[config.mk]
export PLATFORM = sky130hd
export DESIGN_NAME = kmp_stream_matcher
export DESIGN_NICKNAME = d
export VERILOG_FILES = /design/src/rtl/kmp_pkg.sv /design/src/rtl/kmp_stream_matcher.sv /design/src/rtl/kmp_cell.sv
export SDC_FILE = /design/constraint.sdc
export NUM_CORES = 1
export LEC_CHECK = 0
export ABC_AREA = 0
export BUFFER_PORTS_ARGS = -buffer_cell sky130_fd_sc_hd__buf_4
export CAP_MARGIN = 20
export CORE_UTILIZATION = 58
export DETAILED_ROUTE_END_ITERATION = 10
export GPL_TIMING_DRIVEN = 0
export HOLD_SLACK_MARGIN = 0.1
export PLACE_DENSITY = 0.81
export RECOVER_POWER = 100
export SLEW_MARGIN = 15
export SYNTH_ARGS = -nofsm -noshare
export SYNTH_HDL_FRONTEND = slang
export SYNTH_HIERARCHICAL = 1
export SYNTH_SLANG_ARGS = --single-unit
[constraint.sdc]
create_clock -name clk -period 6.4 [get_ports clk]
set_clock_uncertainty 0.15 [all_clocks]
set_input_delay 1.28 -clock clk [delete_from_list [all_inputs] [get_ports clk]]
set_output_delay 1.28 -clock clk [all_outputs]
set_load 0.02 [all_outputs]
[src/rtl/kmp_pkg.sv]
package kmp_pkg;

    // Register indexes on the configuration port.
    localparam int unsigned CFG_INDEX_BITS = 4;
    localparam logic [CFG_INDEX_BITS-1:0] CFG_PATTERN_LOW    = 4'd0;
    localparam logic [CFG_INDEX_BITS-1:0] CFG_PATTERN_HIGH   = 4'd1;
    localparam logic [CFG_INDEX_BITS-1:0] CFG_PATTERN_LENGTH = 4'd2;

    // Hard limit on the pattern bytes held in the configuration registers.
    localparam int unsigned PATTERN_BYTES = 16;

    // One text word from the input channel.
    typedef struct packed {
        logic [7:0] text_char;
        logic       end_of_text;
    } text_word_t;

    // One result word on the output channel.
    typedef struct packed {
        logic        match_found;
        logic [31:0] match_start;
        logic        text_done;
    } result_word_t;

    // Control broadcast from the top level to every cell.
    typedef struct packed {
        logic advance;
        logic flush;
    } cell_ctrl_t;

endpackage

[src/rtl/kmp_stream_matcher.sv]
// Channel    Handshake             Payload
// text       text_valid/stall      text_word   (text_char, end_of_text)
// result     result_valid/stall    result_word (match_found, match_start, text_done)
// cfg        cfg_valid/ready       cfg_index, cfg_data
//
// One text word per cycle while the text side does not stall; its result
// appears in the output register on the next cycle. Every cell of the
// compare row evaluates in the same cycle, so only the output register holds the result.
// Reset clears the row, the position and the output valid; the pattern
// resets to all zeros with length one. The text side stalls only while a
// result waits in the output register and the result side stalls.
module kmp_stream_matcher
    import kmp_pkg::*;
#(
    parameter int unsigned MAX_PATTERN   = 16,
    parameter int unsigned POSITION_BITS = 32
)
(
    input  logic                      clk,
    input  logic                      rst_n,
    input  logic                      text_valid,
    output logic                      text_stall,
    input  text_word_t                text_word,
    output logic                      result_valid,
    input  logic                      result_stall,
    output result_word_t              result_word,
    input  logic                      cfg_valid,
    output logic                      cfg_ready,
    input  logic [CFG_INDEX_BITS-1:0] cfg_index,
    input  logic [63:0]               cfg_data
);

    // Number of cells that can ever hold a live prefix.
    localparam int unsigned NCELL    =
        (MAX_PATTERN < PATTERN_BYTES) ? MAX_PATTERN : PATTERN_BYTES;
    localparam int unsigned IDX_BITS = (NCELL > 1) ? $clog2(NCELL) : 1;
    localparam logic [4:0]  LEN_LIM  = 5'(NCELL);

    logic [63:0]              pattern_low_reg;
    logic [63:0]              pattern_high_reg;
    logic [4:0]               pattern_length_reg;
    logic [POSITION_BITS-1:0] position_reg;
    logic [POSITION_BITS-1:0] position_next;
    logic                     result_valid_reg;
    result_word_t             result_word_reg;

    logic                     cfg_write;
    logic                     cfg_hit;
    logic                     text_accept;
    logic [4:0]               len_eff;
    logic [4:0]               len_m1;
    logic [127:0]             pattern_all;
    logic [NCELL-1:0]         cell_hit;
    logic [NCELL-1:0]         cell_match;
    logic                     found;
    logic [POSITION_BITS-1:0] start_pos;
    logic [63:0]              start_wide;
    cell_ctrl_t               ctrl;

    // Handshakes.
    assign cfg_ready   = 1'b1;
    assign cfg_write   = cfg_valid && cfg_ready;
    assign cfg_hit     = cfg_write && ((cfg_index == CFG_PATTERN_LOW) ||
                                       (cfg_index == CFG_PATTERN_HIGH) ||
                                       (cfg_index == CFG_PATTERN_LENGTH));
    assign text_stall  = result_valid_reg && result_stall;
    assign text_accept = text_valid && !text_stall;

    // Configuration registers.
    always_ff @(posedge clk or negedge rst_n)
    begin
        if (!rst_n)
        begin
            pattern_low_reg    <= 64'd0;
            pattern_high_reg   <= 64'd0;
            pattern_length_reg <= 5'd1;
        end
        else if (cfg_write)
        begin
            case (cfg_index)
                CFG_PATTERN_LOW:    pattern_low_reg    <= cfg_data;
                CFG_PATTERN_HIGH:   pattern_high_reg   <= cfg_data;
                CFG_PATTERN_LENGTH: pattern_length_reg <= cfg_data[4:0];
                default:            ;
            endcase
        end
    end

    // Length in use: zero counts as one, large values saturate.
    always_comb
    begin
        if (pattern_length_reg == 5'd0)
        begin
            len_eff = 5'd1;
        end
        else if (pattern_length_reg > LEN_LIM)
        begin
            len_eff = LEN_LIM;
        end
        else
        begin
            len_eff = pattern_length_reg;
        end
    end

    assign len_m1      = len_eff - 5'd1;
    assign pattern_all = {pattern_high_reg, pattern_low_reg};

    // A write to a decoded configuration register or the last byte of a text empties the row.
    assign ctrl = '{advance: text_accept,
                    flush:   cfg_hit || (text_accept && text_word.end_of_text)};

    // Compare row: cell j tracks a match of the first j+1 pattern bytes.
    for (genvar j = 0; j < NCELL; j++)
    begin : g_cell
        logic prev;
        logic en;

        if (j == 0)
        begin : g_first
            assign prev = 1'b1;
        end
        else
        begin : g_rest
            assign prev = cell_match[j-1];
        end

        assign en = (5'(j) < len_eff);

        kmp_cell u_cell
        (
            .clk          (clk),
            .rst_n        (rst_n),
            .ctrl         (ctrl),
            .cell_enable  (en),
            .pattern_char (pattern_all[8*j +: 8]),
            .text_char    (text_word.text_char),
            .prev_match   (prev),
            .hit          (cell_hit[j]),
            .match        (cell_match[j])
        );
    end

    // An occurrence ends here when the cell of the full length hits.
    assign found      = cell_hit[len_m1[IDX_BITS-1:0]];
    assign start_pos  = position_reg - POSITION_BITS'(len_m1);
    assign start_wide = 64'(start_pos);

    // Text position advances per word and restarts after end of text.
    always_comb
    begin
        position_next = position_reg;
        if (text_accept)
        begin
            if (text_word.end_of_text)
            begin
                position_next = '0;
            end
            else
            begin
                position_next = position_reg + POSITION_BITS'(1);
            end
        end
    end

    always_ff @(posedge clk or negedge rst_n)
    begin
        if (!rst_n)
        begin
            position_reg <= '0;
        end
        else
        begin
            position_reg <= position_next;
        end
    end

    // Output register.
    always_ff @(posedge clk or negedge rst_n)
    begin
        if (!rst_n)
        begin
            result_valid_reg <= 1'b0;
        end
        else if (text_accept)
        begin
            result_valid_reg <= 1'b1;
        end
        else if (!result_stall)
        begin
            result_valid_reg <= 1'b0;
        end
    end

    always_ff @(posedge clk)
    begin
        if (text_accept)
        begin
            result_word_reg.match_found <= found;
            result_word_reg.match_start <= found ? start_wide[31:0] : 32'd0;
            result_word_reg.text_done   <= text_word.end_of_text;
        end
    end

    assign result_valid = result_valid_reg;
    assign result_word  = result_word_reg;

endmodule

[src/rtl/kmp_cell.sv]
module kmp_cell
    import kmp_pkg::*;
(
    input  logic       clk,
    input  logic       rst_n,
    input  cell_ctrl_t ctrl,
    input  logic       cell_enable,
    input  logic [7:0] pattern_char,
    input  logic [7:0] text_char,
    input  logic       prev_match,
    output logic       hit,
    output logic       match
);

    logic match_reg;
    logic match_next;

    // The prefix that ends at this cell matches when the shorter prefix
    // matched at the previous byte and this cell's pattern byte equals the
    // incoming byte.
    assign hit = prev_match && cell_enable && (pattern_char == text_char);

    always_comb
    begin
        match_next = match_reg;
        if (ctrl.flush)
        begin
            match_next = 1'b0;
        end
        else if (ctrl.advance)
        begin
            match_next = hit;
        end
    end

    always_ff @(posedge clk or negedge rst_n)
    begin
        if (!rst_n)
        begin
            match_reg <= 1'b0;
        end
        else
        begin
            match_reg <= match_next;
        end
    end

    assign match = match_reg;

endmodule

# ---- Word level (Yosys, flattened, before mapping)
# Index checks and enable logic that the tools add are counted.
dict set report totals {
  regBits 215
  inputBits 82
  out_inout_bits 37
  word_cells 145
}
dict set report op_classes {
  n_addsub 3
  order_cmp 18
  n_eq_ne 19
  mux 37
  n_reduce_logical 45
}
# operator n
set ops {}
lappend ops {{8-bit == test} 16}
lappend ops {{4-bit by 5-bit less-than comparator with 1-bit output, first input constant} 8}
lappend ops {{1-bit logical AND} 35}
lappend ops {{1-bit 2-to-1 mux} 33}
lappend ops {{32-bit by 1-bit adder with 32-bit output, second input constant} 1}
lappend ops {{32-bit 2-to-1 mux} 1}
lappend ops {{32-bit by 5-bit subtractor with 32-bit output} 1}
lappend ops {{3-bit by 5-bit less-than comparator with 1-bit output, first input constant} 4}
lappend ops {{1-bit by 5-bit less-than comparator with 1-bit output, first input constant} 2}
lappend ops {{2-bit by 5-bit less-than comparator with 1-bit output, first input constant} 2}
lappend ops {{5-bit 2-to-1 mux} 2}
lappend ops {{2-bit AND reduction} 3}
lappend ops {{5-bit greater-than comparator, second input constant} 1}
lappend ops {{5-bit zero test} 1}
lappend ops {{4-bit by 5-bit less-than comparator with 1-bit output, second input constant} 1}
lappend ops {{5-bit by 1-bit subtractor with 5-bit output, second input constant} 1}
lappend ops {{1-bit binary-select mux with 4-bit select} 1}
lappend ops {{4-bit by 1-bit == test with 1-bit output, second input constant} 1}
lappend ops {{4-bit by 2-bit == test with 1-bit output, second input constant} 1}
lappend ops {{4-bit zero test} 1}
lappend ops {{1-bit logical OR} 3}
lappend ops {{2-bit by 1-bit inequality test with 1-bit output, second input constant} 1}
lappend ops {{2-bit nonzero test} 1}
lappend ops {{1-bit zero test} 1}

# ---- Longest topological paths before layout
dict set report depth {
  depth_word 8
  mapped_depth 12
  mapped_depth_nobuf 11
}

# ---- Cells and area by module
# The synthesis kept the hierarchy.
# module instances cells_each area_per_inst_um2
set by_module_without_submodules {}
lappend by_module_without_submodules {kmp_stream_matcher 1 702 9128.8}
lappend by_module_without_submodules {kmp_cell 16 18 143.9}

# ---- Least setup slack after synthesis
# Ideal clock, no wire load.
dict set report synth_path {
  kind {input to register}
  startpoint {in text_valid}
  endpoint {reg g_cell[0].u_cell.match_reg}
  setup_ns 0.076
  t_arrival_ns 4.013
  t_required_ns 6.174
  setup_slack_ns 2.160
  stages 9
  path_buffers 2
  path_cell_list {a21bo_1 buf_6 inv_1 and2_1 clkbuf_1 or2_2 or2b_1 or4_1 o21ai_1}
}
# item line_no
set synth_lines {}
lappend synth_lines {{start, declared} kmp_stream_matcher.sv:21} ;# input logic text_valid,
lappend synth_lines {{end signal, assigned} kmp_cell.sv:44} ;# match_reg <= match_next;
lappend synth_lines {{end, declared} kmp_cell.sv:15} ;# logic match_reg;

==> impl_results.html <==
<table>
<tr><th>Metric</th><th>Value</th></tr>
<tr><th colspan="2">Clock tree</th></tr>
<tr><td>TritonCTS clock tree</td><td>done</td></tr>
<tr><td>Buffers inserted during post-CTS setup optimization</td><td>0</td></tr>
<tr><td>Number of instances resized during post-cts repair</td><td>0</td></tr>
<tr><td>Clk pin slew, worst setup/hold paths</td><td>roughly 0.060 ns</td></tr>
<tr><td>Total number of clock tree sinks</td><td>approximately 220</td></tr>
<tr><td>CTS HTree Levels</td><td>1</td></tr>
<tr><td>Clock Tree Root</td><td>sky130_fd_sc_hd__clkbuf_16</td></tr>
<tr><td>Clock Path Buffers</td><td>3</td></tr>
<tr><td>Number of buffers inserted for hold repair after clock tree synthesis</td><td>0</td></tr>
<tr><td>Clock insertion delay at the later pin of the skew report</td><td>between 0.5 and 0.6 ns</td></tr>
<tr><td>Total CTS buffers</td><td>23</td></tr>
<tr><th colspan="2">Timing</th></tr>
<tr><td>RSZ-0062 raised after global routing</td><td>no</td></tr>
<tr><td>Worst slew margin</td><td>-0.624</td></tr>
<tr><td>Number of endpoints failing setup at the final stage</td><td>0</td></tr>
<tr><td>Number of max-slew violations in the final report</td><td>184</td></tr>
<tr><td>Crit share post-route</td><td>0.749</td></tr>
<tr><td>Final count of hold timing violations</td><td>0</td></tr>
<tr><td>Highest clock frequency the design can meet</td><td>209 MHz</td></tr>
<tr><td>Shortest period the worst path allows</td><td>4.79 ns</td></tr>
<tr><td>Worst Hold Slack</td><td>about 0.33 ns</td></tr>
<tr><td>Sum of negative setup slack</td><td>0 ns</td></tr>
<tr><td>Transition at the pin with the smallest max-transition slack</td><td>2.44 ns</td></tr>
<tr><th colspan="2">Global routing</th></tr>
<tr><td>Wire length of the first global-routing pass</td><td>between 40 and 50 mm</td></tr>
<tr><td>Maximum number of pins on one net before global-route repair</td><td>97</td></tr>
<tr><td>Gr usage total</td><td>0.260</td></tr>
<tr><td>Total grt overflow</td><td>0</td></tr>
<tr><td>Vias in the first global route</td><td>8176</td></tr>
<tr><td>Initial antenna violation count</td><td>0</td></tr>
<tr><th colspan="2">Routing</th></tr>
<tr><td>Average wire per standard cell</td><td>around 18 microns</td></tr>
<tr><td>Routed metal-1 wirelength</td><td>~11 mm</td></tr>
<tr><td>Detail Route met3 WL</td><td>1.03 mm</td></tr>
<tr><td>Total Wirelength</td><td>between 20 and 30 mm</td></tr>
<tr><td>Drt drc</td><td>0</td></tr>
<tr><td>Met2 routed WL</td><td>approximately 13 mm</td></tr>
<tr><td>Highest Signal Layer</td><td>met4</td></tr>
<tr><td>Iter 0 DRT Violations</td><td>570</td></tr>
<tr><td>Post-detailed-route via-to-cell ratio</td><td>about 5.7</td></tr>
<tr><td>Post-detailed-route count of antenna-violating nets</td><td>0</td></tr>
<tr><td>Via count</td><td>approximately 8000</td></tr>
<tr><td>Detailed Routing Iterations Pass 1</td><td>5</td></tr>
<tr><th colspan="2">Setup path</th></tr>
<tr><td>FF-to-FF path depth</td><td>11</td></tr>
<tr><td>Dominant cell type by count on the critical path</td><td>sky130_fd_sc_hd__clkbuf_1</td></tr>
<tr><td>WP data required</td><td>6.68 ns</td></tr>
<tr><td>Nature of the critical path endpoint</td><td>flip-flop</td></tr>
<tr><td>Launching element type of the critical path</td><td>input port</td></tr>
<tr><td>Cells along the critical path</td><td>clkbuf_4 -&gt; a21bo_1 -&gt; clkbuf_1 -&gt; inv_1 -&gt; and2_0 -&gt; clkbuf_1 -&gt; or2_0 -&gt; or2b_1 -&gt; or4_1 -&gt; o21ai_0</td></tr>
<tr><td>Kind of critical path</td><td>in2reg</td></tr>
<tr><td>Delay of the slowest cell on the worst path</td><td>approximately 0.85 ns</td></tr>
<tr><td>Peak fanout along the critical path</td><td>36</td></tr>
<tr><td>Crit path arrival time</td><td>just over 5 ns</td></tr>
<tr><td>Cell with the biggest individual delay on the critical path</td><td>sky130_fd_sc_hd__or2_0</td></tr>
<tr><th colspan="2">Power and ir drop</th></tr>
<tr><td>Maximum ir drop on the vdd rail</td><td>around 0.00025 V</td></tr>
<tr><td>Net switching power of the design</td><td>1310 uW</td></tr>
<tr><td>Share of total power in sequential cells</td><td>0.438</td></tr>
<tr><td>Clk pwr share</td><td>0.292</td></tr>
<tr><td>Total internal power</td><td>about 2900 uW</td></tr>
<tr><td>Portion of total power attributed to combinational logic</td><td>0.270</td></tr>
<tr><td>Switching portion of total power</td><td>0.309</td></tr>
<tr><td>Leakage dissipation</td><td>~0.0057 uW</td></tr>
<tr><td>Areal power density over the cells</td><td>about 320 mW/mm^2</td></tr>
<tr><th colspan="2">Logic synthesis</th></tr>
<tr><td>Mapped cell area</td><td>~0.011 sq mm</td></tr>
<tr><td>Post-Syn Instances</td><td>984</td></tr>
<tr><td>Yosys Warn Count</td><td>6</td></tr>
<tr><td>Syn_area_per_cell</td><td>11.6 sq um</td></tr>
<tr><th colspan="2">Die</th></tr>
<tr><td>Die extent in y</td><td>about 140 microns</td></tr>
<tr><td>Core footprint</td><td>0.0190 sq mm</td></tr>
<tr><td>Number of top-level design ports</td><td>approximately 120</td></tr>
<tr><td>Effective utilization at floorplan</td><td>0.600</td></tr>
<tr><td>Number of rows in the core area</td><td>50</td></tr>
<tr><td>Horiz. Die Dim</td><td>~140 microns</td></tr>
<tr><td>Total die area</td><td>between 0.02 and 0.025 sq mm</td></tr>
<tr><th colspan="2">Final layout</th></tr>
<tr><td>Util after Layout</td><td>0.691</td></tr>
<tr><td>Most frequent standard cell in the layout excluding fill and tap cells</td><td>sky130_fd_sc_hd__dfrtp_1</td></tr>
<tr><td>Final non-filler cell total</td><td>1402</td></tr>
<tr><td>Area taken by flip-flops and latches</td><td>~0.0056 sq mm</td></tr>
<tr><td>Ratio of cells with drive above 1 in the final layout</td><td>0.250</td></tr>
<tr><td>Area used by multi-input combinational logic</td><td>0.00550 sq mm</td></tr>
<tr><td>Antenna diode count</td><td>0</td></tr>
<tr><td>Area growth syn-to-layout</td><td>15.1%</td></tr>
<tr><td>Filler instances</td><td>approximately 1400</td></tr>
<tr><td>Top library cells by usage in the layout, fill and taps aside</td><td>sky130_fd_sc_hd__dfrtp_1, sky130_fd_sc_hd__mux2_2, sky130_fd_sc_hd__xor2_1, sky130_fd_sc_hd__buf_4, sky130_fd_sc_hd__clkbuf_1</td></tr>
<tr><td>Total number of nets in the final design</td><td>between 1000 and 1500</td></tr>
<tr><th colspan="2">Placed design</th></tr>
<tr><td>Estimated wirelength of the detail-placed design</td><td>about 18 mm</td></tr>
<tr><td>Port buffer count</td><td>117</td></tr>
<tr><td>Cells after DPL</td><td>1365</td></tr>
<tr><td>RePlAce Congestion</td><td>approximately 0.89</td></tr>
<tr><th colspan="2">Status</th></tr>
<tr><td>Failing checks</td><td>capacitance limit, slew limit</td></tr>
<tr><td>Run status</td><td>complete, but fails checks</td></tr>
<tr><th colspan="2">Hold path</th></tr>
<tr><td>HP Class</td><td>reg2reg</td></tr>
<tr><td>Depth of the worst hold-timing path</td><td>2</td></tr>
<tr><th colspan="2">Flow run</th></tr>
<tr><td>Number of maximum-capacitance violations</td><td>5</td></tr>
</table>
==> worst max-delay path, delay by kind of cell <==
family                 cells  cell delay [ns]
AO/OA/AOI/OAI              2             0.35
AND/OR/NAND/NOR            4             2.10
buffers and inverters      4             1.31
==> metrics by stage <==
stage | instance area [sq um] | worst slack [ns] | total power, uW
after floorplan | 11400 | 2.19 | 2700
final | 13100 | 1.61 | 4240
after global routing | 13100 | 1.27 | 4450
after global placement | 12600 | 1.20 | 3030
after CTS | 13300 | 2.56 | 4320
after detailed placement | 12600 | 2.23 | 3080
==> power groups by stage <==
stage	logic, uW	registers (uW)	clock network [uW]
CTS	1210	1860	1250
detailed placement	1200	1880	0
finish	1150	1860	1240
global route	1250	1890	1310
floorplan	785	1920	0
global placement	1170	1870	0
==> final timing paths <==
kind                                                         start                            endpoint  slack (ns)
worst max-delay path                                    text_valid  g_cell[6].u_cell/match$_DFFE_PN0P_        1.61
worst min-delay path            g_cell[5].u_cell/match$_DFFE_PN0P_  g_cell[5].u_cell/match$_DFFE_PN0P_        0.33
worst max register to register   pattern_length_reg[3]$_DFFE_PN0P_       result_word[27]$_SDFFCE_PN0P_        1.70
worst min register to register  g_cell[5].u_cell/match$_DFFE_PN0P_  g_cell[5].u_cell/match$_DFFE_PN0P_        0.33
max in group asynchronous                                    rst_n        position_reg[26]$_DFFE_PN0P_        2.72
min in group asynchronous                                    rst_n    pattern_high_reg[25]$_DFFE_PN0P_        0.59
==> layout make-up <==
type | count | share of cell area
clock inverters | 8 | 0.00487
repair buffers | 119 | 0.0577
well taps | 260 | 0.0248
multi-input cells | 712 | 0.420
inverters | 14 | 0.00401
plain buffers | 45 | 0.0173
clock buffers | 29 | 0.0472
flip-flops and latches | 215 | 0.424
==> per-layer routing <==
metal / up-vias / track usage
met4: 0 / 0.0741
met1: 4003 / 0.324
li1: 3751 / -
met3: 54 / 0.0414
met5: - / 0
met2: 182 / 0.466
Power figures use the tool's default switching activity.
